--- src/rtl/tksd_pkg.sv ---
`timescale 1ns / 1ps
// ----------------------------------------------------------------------------
// tksd_pkg: shared types and constants of the terminal key sequence decoder
// Key kinds, the classified byte that crosses from front to back, the result
// item, and the byte codes that both halves look at.
// ----------------------------------------------------------------------------
package tksd_pkg;

   // default depth of the internal queues
   localparam int TKSD_QUEUE_DEPTH = 2;

   // result key kinds
   typedef enum logic [3:0] {
      KK_CHAR      = 4'd0,
      KK_UNKNOWN   = 4'd1,
      KK_ESC       = 4'd2,
      KK_ENTER     = 4'd3,
      KK_BACKSPACE = 4'd4,
      KK_CTRLC     = 4'd5,
      KK_SPACE     = 4'd6,
      KK_UP        = 4'd7,
      KK_DOWN      = 4'd8,
      KK_RIGHT     = 4'd9,
      KK_LEFT      = 4'd10,
      KK_HOME      = 4'd11,
      KK_END       = 4'd12,
      KK_PGUP      = 4'd13,
      KK_PGDN      = 4'd14
   } key_kind_type;

   // escape sequence state
   typedef enum logic [1:0] {
      SEQ_NORMAL = 2'd0,
      SEQ_ESC    = 2'd1,
      SEQ_CSI    = 2'd2,
      SEQ_SS3    = 2'd3
   } seq_state_type;

   // first CSI parameter parse stage
   typedef enum logic [1:0] {
      PS_SKIP   = 2'd0,
      PS_SIGN   = 2'd1,
      PS_DIGITS = 2'd2,
      PS_DONE   = 2'd3
   } param_stage_type;

   // byte codes
   localparam logic [7:0] CH_ETX     = 8'h03;
   localparam logic [7:0] CH_BS      = 8'h08;
   localparam logic [7:0] CH_LF      = 8'h0A;
   localparam logic [7:0] CH_CR      = 8'h0D;
   localparam logic [7:0] CH_ESC     = 8'h1B;
   localparam logic [7:0] CH_SPACE   = 8'h20;
   localparam logic [7:0] CH_PLUS    = 8'h2B;
   localparam logic [7:0] CH_MINUS   = 8'h2D;
   localparam logic [7:0] CH_ZERO    = 8'h30;
   localparam logic [7:0] CH_NINE    = 8'h39;
   localparam logic [7:0] CH_SEMI    = 8'h3B;
   localparam logic [7:0] CH_FINAL_LO = 8'h40;
   localparam logic [7:0] CH_FINAL_HI = 8'h7E;
   localparam logic [7:0] CH_DEL     = 8'h7F;
   localparam logic [7:0] CH_UPPER_A = 8'h41;
   localparam logic [7:0] CH_UPPER_B = 8'h42;
   localparam logic [7:0] CH_UPPER_C = 8'h43;
   localparam logic [7:0] CH_UPPER_D = 8'h44;
   localparam logic [7:0] CH_UPPER_F = 8'h46;
   localparam logic [7:0] CH_UPPER_H = 8'h48;
   localparam logic [7:0] CH_UPPER_O = 8'h4F;
   localparam logic [7:0] CH_LBRACK  = 8'h5B;
   localparam logic [7:0] CH_TILDE   = 8'h7E;

   // classified input item, front to back
   typedef struct packed {
      logic       tick;
      logic [7:0] byte_value;
      logic       is_final;
      logic       is_digit;
      logic       is_space;
      logic       is_cont;
   } item_type;

   // result item
   typedef struct packed {
      key_kind_type key_kind;
      logic [20:0]  code_point;
   } rsp_type;

endpackage

--- src/rtl/tksd_fifo.sv ---
`timescale 1ns / 1ps
// ----------------------------------------------------------------------------
// tksd_fifo: small register queue
// Circular buffer with full and empty flags; push and pop may happen in the
// same cycle.
// ----------------------------------------------------------------------------
module tksd_fifo #(
   parameter int WIDTH = 1,
   parameter int DEPTH = tksd_pkg::TKSD_QUEUE_DEPTH
) (
   input  logic             clock,
   input  logic             reset,
   input  logic             push,
   input  logic [WIDTH-1:0] wr_data,
   output logic             full,
   input  logic             pop,
   output logic [WIDTH-1:0] rd_data,
   output logic             empty
);
   import tksd_pkg::*;

   localparam int PTR_W = (DEPTH > 1) ? $clog2(DEPTH) : 1;
   localparam int CNT_W = $clog2(DEPTH + 1);
   localparam logic [PTR_W-1:0] LAST_PTR = PTR_W'(DEPTH - 1);
   localparam logic [CNT_W-1:0] FULL_CNT = CNT_W'(DEPTH);

   logic [WIDTH-1:0] mem_ff [DEPTH];
   logic [PTR_W-1:0] wr_ptr_ff, wr_ptr_in;
   logic [PTR_W-1:0] rd_ptr_ff, rd_ptr_in;
   logic [CNT_W-1:0] count_ff, count_in;
   logic             do_push;
   logic             do_pop;

   assign full    = (count_ff == FULL_CNT);
   assign empty   = (count_ff == '0);
   assign do_push = push & ~full;
   assign do_pop  = pop & ~empty;
   assign rd_data = mem_ff[rd_ptr_ff];

   // pointer and count update
   always_comb begin
      wr_ptr_in = wr_ptr_ff;
      rd_ptr_in = rd_ptr_ff;
      count_in  = count_ff;
      if (do_push) begin
         wr_ptr_in = (wr_ptr_ff == LAST_PTR) ? '0 : wr_ptr_ff + 1'b1;
      end
      if (do_pop) begin
         rd_ptr_in = (rd_ptr_ff == LAST_PTR) ? '0 : rd_ptr_ff + 1'b1;
      end
      if (do_push && !do_pop) begin
         count_in = count_ff + 1'b1;
      end else if (do_pop && !do_push) begin
         count_in = count_ff - 1'b1;
      end
   end

   always_ff @(posedge clock) begin
      if (reset) begin
         wr_ptr_ff <= '0;
         rd_ptr_ff <= '0;
         count_ff  <= '0;
      end else begin
         wr_ptr_ff <= wr_ptr_in;
         rd_ptr_ff <= rd_ptr_in;
         count_ff  <= count_in;
      end
   end

   // storage
   always_ff @(posedge clock) begin
      if (do_push) begin
         mem_ff[wr_ptr_ff] <= wr_data;
      end
   end

endmodule

--- src/rtl/tksd_front.sv ---
`timescale 1ns / 1ps
// ----------------------------------------------------------------------------
// tksd_front: input side of the decoder
// Accepts ticks and bytes, tags each byte with its character classes and
// queues the tagged item for the back end.
// ----------------------------------------------------------------------------
module tksd_front #(
   parameter int QUEUE_DEPTH = tksd_pkg::TKSD_QUEUE_DEPTH
) (
   input  logic               clock,
   input  logic               reset,
   input  logic               req_push,
   output logic               req_full,
   input  logic               req_mode,
   input  logic [7:0]         req_byte_value,
   output logic               item_valid,
   output tksd_pkg::item_type item,
   input  logic               item_pop
);
   import tksd_pkg::*;

   item_type                  item_wr;
   logic [$bits(item_type)-1:0] item_rd;
   logic                      item_empty;

   // character classes
   always_comb begin
      item_wr.tick       = req_mode;
      item_wr.byte_value = req_byte_value;
      item_wr.is_final   = (req_byte_value >= CH_FINAL_LO) && (req_byte_value <= CH_FINAL_HI);
      item_wr.is_digit   = (req_byte_value >= CH_ZERO) && (req_byte_value <= CH_NINE);
      item_wr.is_space   = (req_byte_value == CH_SPACE) ||
                           ((req_byte_value >= 8'h09) && (req_byte_value <= 8'h0D));
      item_wr.is_cont    = (req_byte_value[7:6] == 2'b10);
   end

   tksd_fifo #(
      .WIDTH ($bits(item_type)),
      .DEPTH (QUEUE_DEPTH)
   ) u_item_fifo (
      .clock   (clock),
      .reset   (reset),
      .push    (req_push),
      .wr_data (item_wr),
      .full    (req_full),
      .pop     (item_pop),
      .rd_data (item_rd),
      .empty   (item_empty)
   );

   assign item_valid = ~item_empty;
   assign item       = item_type'(item_rd);

endmodule

--- src/rtl/tksd_back.sv ---
`timescale 1ns / 1ps
// ----------------------------------------------------------------------------
// tksd_back: sequence and UTF-8 decoder
// Takes one classified item a cycle while the result queue is not full, advances
// the escape, CSI parameter and UTF-8 state, and produces at most one key event.
// ----------------------------------------------------------------------------
module tksd_back (
   input  logic               clock,
   input  logic               reset,
   input  logic               item_valid,
   input  tksd_pkg::item_type item,
   output logic               item_pop,
   output logic               rsp_push,
   output tksd_pkg::rsp_type  rsp_data,
   input  logic               rsp_full
);
   import tksd_pkg::*;

   seq_state_type   seq_ff, seq_in;
   param_stage_type stage_ff, stage_in;
   logic [3:0]      value_ff, value_in;
   logic            neg_ff, neg_in;
   logic            nonempty_ff, nonempty_in;
   logic [1:0]      rem_ff, rem_in;
   logic [2:0]      len_ff, len_in;
   logic [20:0]     acc_ff, acc_in;
   logic            bad_ff, bad_in;

   logic [7:0]      b;
   logic [20:0]     acc_shift;
   logic            cont_bad;
   logic            fin_bad;
   logic [3:0]      param_eff;
   logic            has_rsp;
   key_kind_type    kind;
   logic [20:0]     cp;

   // letter finals shared by CSI and SS3
   function automatic key_kind_type letter_kind(input logic [7:0] c);
      key_kind_type k;
      case (c)
         CH_UPPER_A: k = KK_UP;
         CH_UPPER_B: k = KK_DOWN;
         CH_UPPER_C: k = KK_RIGHT;
         CH_UPPER_D: k = KK_LEFT;
         CH_UPPER_H: k = KK_HOME;
         CH_UPPER_F: k = KK_END;
         default:    k = KK_UNKNOWN;
      endcase
      return k;
   endfunction

   // ESC [ n ~ keys
   function automatic key_kind_type tilde_kind(input logic [3:0] p);
      key_kind_type k;
      case (p)
         4'd1, 4'd7: k = KK_HOME;
         4'd4, 4'd8: k = KK_END;
         4'd5:       k = KK_PGUP;
         4'd6:       k = KK_PGDN;
         default:    k = KK_UNKNOWN;
      endcase
      return k;
   endfunction

   assign b         = item.byte_value;
   assign item_pop  = item_valid & ~rsp_full;
   assign acc_shift = {acc_ff[14:0], b[5:0]};
   assign cont_bad  = bad_ff | ~item.is_cont;
   assign param_eff = nonempty_ff ? value_ff : 4'd1;

   // strict UTF-8 check on the completed code point
   assign fin_bad = cont_bad
      | ((len_ff == 3'd2) && (acc_shift < 21'h80))
      | ((len_ff == 3'd3) && ((acc_shift < 21'h800) ||
                              ((acc_shift >= 21'hD800) && (acc_shift <= 21'hDFFF))))
      | ((len_ff == 3'd4) && ((acc_shift < 21'h10000) || (acc_shift > 21'h10FFFF)));

   // next state and result
   always_comb begin
      seq_in      = seq_ff;
      stage_in    = stage_ff;
      value_in    = value_ff;
      neg_in      = neg_ff;
      nonempty_in = nonempty_ff;
      rem_in      = rem_ff;
      len_in      = len_ff;
      acc_in      = acc_ff;
      bad_in      = bad_ff;
      has_rsp     = 1'b0;
      kind        = KK_UNKNOWN;
      cp          = '0;
      if (item_pop) begin
         if (item.tick) begin
            // flush a pending escape or a partial UTF-8 sequence
            if (seq_ff != SEQ_NORMAL) begin
               seq_in      = SEQ_NORMAL;
               stage_in    = PS_SKIP;
               value_in    = '0;
               neg_in      = 1'b0;
               nonempty_in = 1'b0;
               has_rsp     = 1'b1;
               kind        = KK_ESC;
            end else if (rem_ff != 2'd0) begin
               rem_in  = '0;
               len_in  = '0;
               acc_in  = '0;
               bad_in  = 1'b0;
               has_rsp = 1'b1;
               kind    = KK_UNKNOWN;
            end
         end else if (rem_ff != 2'd0) begin
            // continuation byte; any byte counts here
            rem_in = rem_ff - 2'd1;
            if (rem_ff == 2'd1) begin
               len_in  = '0;
               acc_in  = '0;
               bad_in  = 1'b0;
               has_rsp = 1'b1;
               if (fin_bad) begin
                  kind = KK_UNKNOWN;
               end else begin
                  kind = KK_CHAR;
                  cp   = acc_shift;
               end
            end else begin
               acc_in = acc_shift;
               bad_in = cont_bad;
            end
         end else begin
            case (seq_ff)
               SEQ_ESC: begin
                  seq_in      = SEQ_NORMAL;
                  stage_in    = PS_SKIP;
                  value_in    = '0;
                  neg_in      = 1'b0;
                  nonempty_in = 1'b0;
                  if (b == CH_LBRACK) begin
                     seq_in = SEQ_CSI;
                  end else if (b == CH_UPPER_O) begin
                     seq_in = SEQ_SS3;
                  end else begin
                     stage_in    = stage_ff;
                     value_in    = value_ff;
                     neg_in      = neg_ff;
                     nonempty_in = nonempty_ff;
                     has_rsp     = 1'b1;
                     kind        = KK_ESC;
                  end
               end
               SEQ_CSI: begin
                  if (item.is_final) begin
                     seq_in      = SEQ_NORMAL;
                     stage_in    = PS_SKIP;
                     value_in    = '0;
                     neg_in      = 1'b0;
                     nonempty_in = 1'b0;
                     has_rsp     = 1'b1;
                     if (b == CH_TILDE) begin
                        kind = (nonempty_ff && neg_ff) ? KK_UNKNOWN : tilde_kind(param_eff);
                     end else begin
                        kind = letter_kind(b);
                     end
                  end else if (stage_ff != PS_DONE) begin
                     // first parameter, read like atoi, saturating at nine
                     if (b == CH_SEMI) begin
                        stage_in = PS_DONE;
                     end else begin
                        nonempty_in = 1'b1;
                        if (stage_ff == PS_SKIP && item.is_space) begin
                           stage_in = PS_SKIP;
                        end else if (stage_ff == PS_SKIP && b == CH_PLUS) begin
                           stage_in = PS_SIGN;
                        end else if (stage_ff == PS_SKIP && b == CH_MINUS) begin
                           stage_in = PS_SIGN;
                           neg_in   = 1'b1;
                        end else if (item.is_digit) begin
                           value_in = (value_ff == 4'd0) ? b[3:0] : 4'd9;
                           stage_in = PS_DIGITS;
                        end else begin
                           stage_in = PS_DONE;
                        end
                     end
                  end
               end
               SEQ_SS3: begin
                  seq_in  = SEQ_NORMAL;
                  has_rsp = 1'b1;
                  kind    = item.is_final ? letter_kind(b) : KK_UNKNOWN;
               end
               default: begin
                  // plain bytes and UTF-8 lead bytes
                  has_rsp = 1'b1;
                  if (b == CH_ESC) begin
                     seq_in  = SEQ_ESC;
                     has_rsp = 1'b0;
                  end else if (b == CH_CR || b == CH_LF) begin
                     kind = KK_ENTER;
                  end else if (b == CH_DEL || b == CH_BS) begin
                     kind = KK_BACKSPACE;
                  end else if (b == CH_ETX) begin
                     kind = KK_CTRLC;
                  end else if (b == CH_SPACE) begin
                     kind = KK_SPACE;
                  end else if (b < 8'h20) begin
                     kind = KK_UNKNOWN;
                  end else if (b < 8'h80) begin
                     kind = KK_CHAR;
                     cp   = {13'd0, b};
                  end else if (b >= 8'hC2 && b <= 8'hDF) begin
                     has_rsp = 1'b0;
                     len_in  = 3'd2;
                     rem_in  = 2'd1;
                     acc_in  = {16'd0, b[4:0]};
                     bad_in  = 1'b0;
                  end else if (b >= 8'hE0 && b <= 8'hEF) begin
                     has_rsp = 1'b0;
                     len_in  = 3'd3;
                     rem_in  = 2'd2;
                     acc_in  = {17'd0, b[3:0]};
                     bad_in  = 1'b0;
                  end else if (b >= 8'hF0 && b <= 8'hF4) begin
                     has_rsp = 1'b0;
                     len_in  = 3'd4;
                     rem_in  = 2'd3;
                     acc_in  = {18'd0, b[2:0]};
                     bad_in  = 1'b0;
                  end else begin
                     kind = KK_UNKNOWN;
                  end
               end
            endcase
         end
      end
   end

   assign rsp_push            = item_pop & has_rsp;
   assign rsp_data.key_kind   = kind;
   assign rsp_data.code_point = cp;

   always_ff @(posedge clock) begin
      if (reset) begin
         seq_ff      <= SEQ_NORMAL;
         stage_ff    <= PS_SKIP;
         value_ff    <= '0;
         neg_ff      <= 1'b0;
         nonempty_ff <= 1'b0;
         rem_ff      <= '0;
         len_ff      <= '0;
         acc_ff      <= '0;
         bad_ff      <= 1'b0;
      end else begin
         seq_ff      <= seq_in;
         stage_ff    <= stage_in;
         value_ff    <= value_in;
         neg_ff      <= neg_in;
         nonempty_ff <= nonempty_in;
         rem_ff      <= rem_in;
         len_ff      <= len_in;
         acc_ff      <= acc_in;
         bad_ff      <= bad_in;
      end
   end

endmodule

--- src/rtl/terminal_key_sequence_decoder.sv ---
`timescale 1ns / 1ps
// ----------------------------------------------------------------------------
// terminal_key_sequence_decoder: terminal byte stream to key events
// Decodes control bytes, ESC [ ... and ESC O x sequences and UTF-8 into key
// events; a tick flushes an incomplete sequence.
// ----------------------------------------------------------------------------
// The decoder takes one byte or tick per cycle while req_full is low and gives
// at most one key event for it. A transfer on the req_ side passes through the
// classified-item queue, the back end and then the result queue on its way to
// the rsp_ side. The decode state advances once per cycle in the back end, so a
// byte every cycle is sustained as long as results are popped; both queues hold
// QUEUE_DEPTH items, and full rises only when the input queue is that deep.
module terminal_key_sequence_decoder #(
   parameter int QUEUE_DEPTH = tksd_pkg::TKSD_QUEUE_DEPTH
) (
   input  logic        clock,
   input  logic        reset,
   input  logic        req_push,
   output logic        req_full,
   input  logic        req_mode,
   input  logic [7:0]  req_byte_value,
   output logic        rsp_empty,
   input  logic        rsp_pop,
   output logic [3:0]  rsp_key_kind,
   output logic [20:0] rsp_code_point
);
   import tksd_pkg::*;

   logic                       item_valid;
   item_type                   item;
   logic                       item_pop;
   logic                       rsp_push;
   rsp_type                    rsp_in;
   logic                       rsp_fifo_full;
   logic [$bits(rsp_type)-1:0] rsp_rd;
   rsp_type                    rsp_out;

   // input side: classify and queue
   tksd_front #(
      .QUEUE_DEPTH (QUEUE_DEPTH)
   ) u_front (
      .clock          (clock),
      .reset          (reset),
      .req_push       (req_push),
      .req_full       (req_full),
      .req_mode       (req_mode),
      .req_byte_value (req_byte_value),
      .item_valid     (item_valid),
      .item           (item),
      .item_pop       (item_pop)
   );

   // decode state
   tksd_back u_back (
      .clock      (clock),
      .reset      (reset),
      .item_valid (item_valid),
      .item       (item),
      .item_pop   (item_pop),
      .rsp_push   (rsp_push),
      .rsp_data   (rsp_in),
      .rsp_full   (rsp_fifo_full)
   );

   // result queue
   tksd_fifo #(
      .WIDTH ($bits(rsp_type)),
      .DEPTH (QUEUE_DEPTH)
   ) u_rsp_fifo (
      .clock   (clock),
      .reset   (reset),
      .push    (rsp_push),
      .wr_data (rsp_in),
      .full    (rsp_fifo_full),
      .pop     (rsp_pop),
      .rd_data (rsp_rd),
      .empty   (rsp_empty)
   );

   assign rsp_out        = rsp_type'(rsp_rd);
   assign rsp_key_kind   = rsp_out.key_kind;
   assign rsp_code_point = rsp_out.code_point;

   // checks
   a_no_push_when_full: assert property (@(posedge clock) disable iff (reset)
      rsp_push |-> !rsp_fifo_full)
      else $error("result written into a full result queue");

   a_pop_needs_item: assert property (@(posedge clock) disable iff (reset)
      item_pop |-> item_valid)
      else $error("back end consumed an item from an empty queue");

   a_cp_zero_unless_char: assert property (@(posedge clock) disable iff (reset)
      (rsp_push && rsp_in.key_kind != KK_CHAR) |-> (rsp_in.code_point == 21'd0))
      else $error("non-character key event carries a code point");

endmodule

--- config.mk ---
export PLATFORM = sky130hd
export DESIGN_NAME = terminal_key_sequence_decoder
export DESIGN_NICKNAME = d
export VERILOG_FILES = /design/src/rtl/tksd_pkg.sv /design/src/rtl/tksd_fifo.sv /design/src/rtl/tksd_front.sv /design/src/rtl/tksd_back.sv /design/src/rtl/terminal_key_sequence_decoder.sv
export SDC_FILE = /design/constraint.sdc
export NUM_CORES = 1
export LEC_CHECK = 0
export ABC_AREA = 1
export BUFFER_PORTS_ARGS = -buffer_cell sky130_fd_sc_hd__buf_4
export CAP_MARGIN = 20
export CORE_MARGIN = 2
export CORE_UTILIZATION = 28
export CTS_CLUSTER_SIZE = 16
export DETAILED_ROUTE_END_ITERATION = 10
export SKIP_CTS_REPAIR_TIMING = 1
export SLEW_MARGIN = 20
export SYNTH_ARGS = -nofsm -noshare
export SYNTH_HDL_FRONTEND = slang
export SYNTH_SLANG_ARGS = --single-unit
--- constraint.sdc ---
create_clock -name clock -period 2.9 [get_ports clock]
set_input_delay 0.58 -clock clock [delete_from_list [all_inputs] [get_ports clock]]
set_output_delay 0.58 -clock clock [all_outputs]
set_load 0.005 [all_outputs]
==> results of run 1 <==
==> kinds of logic after synthesis <==
family,share of synthesized area [%]
flops,51.4
mux,4.67
compound gates,11.2
simple gates,25.3
buf+inv,7.07
fa+ha+maj,0.415
==> power groups by stage <==
| stage | Sequential [mW] | Clock (mW) | Combinational [mW] |
|---|---|---|---|
| final | 2.33 | 2.00 | 2.48 |
| after global routing | 2.37 | 2.12 | 2.79 |
| after CTS | 2.33 | 2.04 | 2.49 |
| after detailed placement | 2.36 | 0 | 2.48 |
| after global placement | 2.35 | 0 | 2.48 |
| after floorplan | 2.33 | 0 | 1.71 |
==> per-layer routing <==
layer | wire, um | track usage, % | vias to the layer above
met5 | 0 | 0 | -
met4 | 212 | 4.81 | 0
met3 | 700 | 3.95 | 19
met2 | 6380 | 20.2 | 115
met1 | 7030 | 18.0 | 2209
li1 | - | - | 2418
==> how the worst min path moves through the flow <==
stage | slack, ns | to | start | cells after the start
CTS | 0.33 | u_front.u_item_fifo.mem_ff[1][12] | req_mode | 1
finish | 0.35 | u_front.u_item_fifo.mem_ff[0][12] | req_mode | 1
detailed placement | 0.45 | u_front.u_item_fifo.rd_ptr_ff | u_front.u_item_fifo.rd_ptr_ff | 1
global route | 0.33 | u_front.u_item_fifo.mem_ff[0][12] | req_mode | 1
global placement | 0.44 | u_front.u_item_fifo.rd_ptr_ff | u_front.u_item_fifo.rd_ptr_ff | 1
floorplan | 0.43 | flop | u_front.u_item_fifo.rd_ptr_ff | 1
==> cell usage after synthesis (all sizes together) <==
cell	number	share of area, %
a211oi	6	1.2
a21oi	50	4.7
a22oi	1	0.35
a31oi	3	0.31
and2	1	0.10
buf	10	1.5
clkbuf	7	0.44
clkinv	1	0.062
dfxtp	41	14
edfxtp	76	38
ha	2	0.41
inv	81	5.1
mux2	25	4.7
nand2	161	11
nand2b	1	0.10
nand3	42	4.0
nand3b	3	0.37
nand4	11	1.1
nor2	84	5.9
nor3	20	1.7
nor3b	4	0.50
nor4	2	0.21
o2111ai	1	0.15
o211ai	5	0.62
o21ai	40	3.4
o21bai	1	0.12
o311a	1	0.17
o31ai	1	0.12
==> area by class of cell <==
| cell class | instances | area share [%] |
|---|---|---|
| clock inverter | 12 | 1.80 |
| multi-input combinational | 465 | 34.6 |
| clock buffer | 20 | 6.03 |
| sequential | 117 | 42.8 |
| tap | 275 | 4.75 |
| inverter | 82 | 4.32 |
| timing repair buffer | 54 | 5.65 |
==> per-stage QoR <==
| stage | instance area [um2] | power (mW) | hold slack [ns] | std cells | setup slack (ns) |
|---|---|---|---|---|---|
| final | 7240 | 6.81 | 0.351 | 1025 | 0.324 |
| after floorplan | 6040 | 4.03 | 0.426 | 681 | 0.399 |
| after CTS | 7230 | 6.86 | 0.331 | 1024 | 0.248 |
| after detailed placement | 6660 | 4.84 | 0.453 | 992 | 0.264 |
| after global placement | 6660 | 4.83 | 0.436 | 992 | 0.306 |
| after global routing | 7240 | 7.28 | 0.330 | 1025 | -0.0140 |
==> registers in the layout, indices dropped and copies added, names as in the netlist, 2 cells and up, named ones only <==
| register | count |
|---|---|
| u_back.rem_ff | 2 |
| u_front.u_item_fifo.mem_ff | 26 |
| u_rsp_fifo.mem_ff | 50 |
| u_back.stage_ff | 2 |
| u_back.value_ff | 4 |
| u_back.acc_ff | 15 |
| u_back.len_ff | 3 |
| u_front.u_item_fifo.count_ff | 2 |
| u_rsp_fifo.count_ff | 2 |
| u_back.seq_ff | 2 |
==> worst max-delay path: stages, from the launching register on <==
cell and delay [ns]:
dfxtp_1 0.40, buf_6 0.18, nand2_1 0.06, nand2_1 0.14
nand2_1 0.13, nor2_4 0.16, nand2_2 0.09, nand2_1 0.08
nand2_1 0.07, inv_1 0.08, nor2_1 0.04, nand2_1 0.06
nand2_1 0.09, nand2_1 0.12, inv_1 0.05, ha_1 0.29
a21oi_1 0.11, o21ai_0 0.11, o21ai_0 0.16, a21oi_1 0.05
==> metrics.csv, run 1 <==
metric,value,unit
status,finished clean,
criticalPathCategory,flop to flop,
setup_tns,0,ns
layout_commonest_cell,nand2_1,
start_util,28.6,%
clock_power_share,29.3,%
clkLatencyLatePin,0.43,ns
grt_pass1_wl,23100,um
p_int,4.35,mW
synth_fp_nets,696,
grt_max_degree,26,
die_x,151,um
drc,0,
pin_count,40,
core_area,0.0211,mm2
clk_pin_slew,0.05,ns
worstPathRequired,3.21,ns
wl,14300,um
ir_drop,0.412,mV
clock_sinks,117,
ys_types,43,
ys_warn_count,0,
dr.pass1.iters,5,
combPwrFrac,36.5,%
die-area,0.0227,mm2
die_h,151,um
clock_path_buffers,2,
switching_share,36.2,%
end_kind,flop,
avgSynthCellArea,8.86,um2
cp_max_fo,14,
synth_cells,681,
ys_seq_area_share,51.4,%
antenna_left,0,
powerDensity,941,mW/mm2
cts_tree,built,
rrSetupSlack,0.32,ns
timing.rr.end,u_rsp_fifo.count_ff[1],
p_switching,2.47,mW
final.period_utilization,88.8,%
cp.arrival,2.88,ns
fillers,2163,
nets,752,
ys_ff_latch,117,
drive_gt1_share,21.6,%
wl_per_cell,14.0,um
skew,0.0124,ns
final_max_slew_viol_count,0,
cts_made_buffers,17,
seqCellArea,0.00310,mm2
portBuffers,39,
drv_cap,0,
worst_r2r_path_depth,19,
grt.total_usage,13.3,%
area_growth,20.0,%
grt_pass1_vias,4510,
diodes,0,
worst_pin_slew,0.585,ns
gp_congestion,0.912,
clock-root-buffer,clkbuf_16,
netlist_area,0.00603,mm2
timing.fmax,388,MHz
drtIter0Drc,326,
critPathLaunchType,flop,
pwr-share-seq,34.2,%
critPathCapture,u_rsp_fifo.count_ff[1],
setup_viol,0,
hold_viol_final,0,
dp_hpwl,10500,um
via_per_inst,4.64,
finalCriticalPeriod,2.58,ns
antenna_found_initial,0,
placementRows,53,
grt_overflow,0,
hold_path_class,input port to flop,
final_cell_mix,"nand2_1, inv_1, edfxtp_1",
vias,4761,
final_core_util,34.3,%
slew_headroom,60.9,%
multi_input_area,0.00251,mm2
htreeDepth,4,
leakagePower,2.89,nW
Note: power is estimated with default switching activity, not from simulation.
==> run 2, diff against run 1 <==
--- a/config.mk
+++ b/config.mk
@@ -11,4 +11,6 @@
 export CORE_MARGIN = 2
 export CORE_UTILIZATION = 28
+export CTS_BUF_LIST = sky130_fd_sc_hd__clkbuf_4
+export CTS_CLUSTER_DIAMETER = 80
 export CTS_CLUSTER_SIZE = 16
 export DETAILED_ROUTE_END_ITERATION = 10
==> constraint.sdc (replaced) <==
create_clock -name clock -period 2.9 [get_ports clock]
set_input_delay 0.58 -clock clock [delete_from_list [all_inputs] [get_ports clock]]
set_output_delay 0.58 -clock clock [all_outputs]
set_load 0.02 [all_outputs]
==> run 2 against run 1 <==
Flip-flop and latch count is the same; sequential power is essentially flat; clock skew grew 0.0047 ns; worst hold slack lost 0.12 ns; setup slack gained 0.0041 ns; final cell count is the same; non-clock buffer count is the same; routed wire length shrank 1.6%.
==> metrics.csv, run 2 (same netlist as run 1, synthesis figures left out) <==
metric,value,unit,change
worstPathRequired,3.34,ns,was 3.21 ns
core_area,0.0211,mm2,unchanged
combPwrFrac,43.4,%,was 36.5%
antenna_left,0,,unchanged
drc,0,,unchanged
slowest_stage,dfxtp_1,,unchanged
leakagePower,2.77,nW,was 2.89 nW
cts_tree,built,,unchanged
worst_pin_slew,0.577,ns,was 0.585 ns
timing.rr.end,u_rsp_fifo.count_ff[1],,unchanged
pre_cts_ws,0.264,ns,unchanged
finalCriticalPeriod,2.57,ns,was 2.58 ns
drive_gt1_share,22.0,%,was 21.6%
setup_viol,0,,unchanged
diodes,0,,unchanged
start_util,28.6,%,unchanged
slew_headroom,61.4,%,was 60.9%
final_cell_mix,"nand2_1, inv_1, edfxtp_1",,unchanged
grt_overflow,0,,unchanged
worst_r2r_path_depth,19,,unchanged
status,finished clean,,unchanged
multi_input_area,0.00251,mm2,unchanged
pin_count,40,,unchanged
hold_path_class,input port to flop,,unchanged
clk_pin_slew,0.10,ns,was 0.05 ns
cp.arrival,3.01,ns,was 2.88 ns
max_stage_delay,0.42,ns,was 0.40 ns
wl_per_cell,13.8,um,was 14.0 um
clock_power_share,18.9,%,was 29.3%
largest_register_ffs,50,,unchanged
final.period_utilization,88.7,%,was 88.8%
whs_path_depth,1,,unchanged
antenna_found_initial,0,,unchanged
grt_pass1_vias,4485,,was 4510
stdcell_count,1025,,unchanged
final_cell_area,0.00696,mm2,was 0.00724 mm2
clkLatencyLatePin,0.54,ns,was 0.43 ns
p_int,3.63,mW,was 4.35 mW
postPlaceCellArea,0.00666,mm2,unchanged
critPathLaunchType,flop,,unchanged
area_growth,15.3,%,was 20.0%
die_x,151,um,unchanged
dpl.cell_count,992,,unchanged
grt.total_usage,13.1,%,was 13.3%
layout_commonest_cell,nand2_1,,unchanged
reg_top3,"u_rsp_fifo.mem_ff x50, u_front.u_item_fifo.mem_ff x26, u_back.acc_ff x15",,unchanged
clock_sinks,117,,unchanged
drv_cap,0,,unchanged
htreeDepth,4,,unchanged
fillers,2206,,was 2163
end_kind,flop,,unchanged
finalPower,6.16,mW,was 6.81 mW
hold_viol_final,0,,unchanged
p_switching,2.53,mW,was 2.47 mW
top_register,u_rsp_fifo.mem_ff,,unchanged
vias,4732,,was 4761
dr.pass1.iters,5,,unchanged
worst_slack,0.328,ns,was 0.324 ns
skew,0.0171,ns,was 0.0124 ns
ir_drop,0.277,mV,was 0.412 mV
setup_tns,0,ns,unchanged
die-area,0.0227,mm2,unchanged
die_h,151,um,unchanged
final_max_slew_viol_count,0,,unchanged
cts_made_buffers,17,,unchanged
powerDensity,885,mW/mm2,was 941 mW/mm2
seqCellArea,0.00310,mm2,unchanged
rrSetupSlack,0.33,ns,was 0.32 ns
crit_top_cell,nand2_1,,unchanged
wl,14100,um,was 14300 um
via_per_inst,4.62,,was 4.64
portBuffers,39,,unchanged
pwr-share-seq,37.8,%,was 34.2%
clock-root-buffer,clkbuf_4,,was clkbuf_16
nets,752,,unchanged
dp_hpwl,10500,um,unchanged
grt_max_degree,26,,unchanged
grt_pass1_wl,22900,um,was 23100 um
timing.fmax,389,MHz,was 388 MHz
criticalPathCategory,flop to flop,,unchanged
switching_share,41.0,%,was 36.2%
gp_congestion,0.912,,unchanged
cp_max_fo,14,,unchanged
hold_path_end,u_front.u_item_fifo.mem_ff[0][12],,unchanged
clock_path_buffers,2,,unchanged
hold_start,req_mode,,unchanged
crit_chain,"buf_6, nand2_1, nand2_1, nand2_1, nor2_4, nand2_2, nand2_1, nand2_1, inv_1, nor2_1, nand2_1, nand2_1, nand2_1, inv_1, ha_1, a21oi_1, o21ai_0, o21ai_0, a21oi_1",,unchanged
placementRows,53,,unchanged
drtIter0Drc,363,,was 326
-- run 2: cell counts in the layout (fill, tap and decap cells not counted) --
No cell type changed its count.
-- run 2: power groups by stage --
stage                     combinational [mW]  sequential (mW)  clock, mW
after global placement                  2.68             2.35          0
final                                   2.67             2.32       1.16
after detailed placement                2.68             2.36          0
after CTS                               2.69             2.32       1.21
after global routing                    2.98             2.36       1.28
after floorplan                         1.90             2.33          0
-- run 2: how the worst max path moves through the flow --
stage | depth (start not counted) | startpoint | to
finish | 19 | flop | u_rsp_fifo.count_ff[1]
global route | 19 | flop | u_rsp_fifo.count_ff[1]
CTS | 19 | flop | u_rsp_fifo.count_ff[1]
detailed placement | 19 | flop | u_rsp_fifo.count_ff[1]
global placement | 19 | flop | u_rsp_fifo.count_ff[1]
floorplan | 15 | flop | u_rsp_fifo.mem_ff[0][0]
-- run 2: per-stage QoR --
stage	hold slack [ns]	util, %
6_report	0.230	33.0
3_3_place_gp	0.436	31.6
3_5_place_dp	0.453	31.6
2_1_floorplan	0.426	-
5_1_grt	0.164	33.0
4_1_cts	0.178	32.9
-- run 2: worst max-delay path, delay by kind of cell, from the launching register on --
kind                       cells  cell delay, ns
AOI/OAI and AO/OA              4            0.43
adders and majority gates      1            0.29
buffers and inverters          3            0.31
DFF                            1            0.42
and+or+nand+nor               11            1.03
-- run 2: final cells by class --
class                           count  share of cell area, %
Clock inverter                     12                   1.87
Inverter                           82                   4.50
Multi-Input combinational cell    465                   36.0
Timing Repair Buffer               54                   5.88
Tap cell                          275                   4.95
Sequential cell                   117                   44.6
Clock buffer                       20                   2.16
-- run 2: metal layers --
metal / track usage [%] / routed length (um) / vias up
met5: 0 / 0 / -
met4: 4.07 / 218 / 0
met3: 4.01 / 823 / 22
met2: 20.1 / 6240 / 127
met1: 17.7 / 6810 / 2172
li1: - / - / 2411
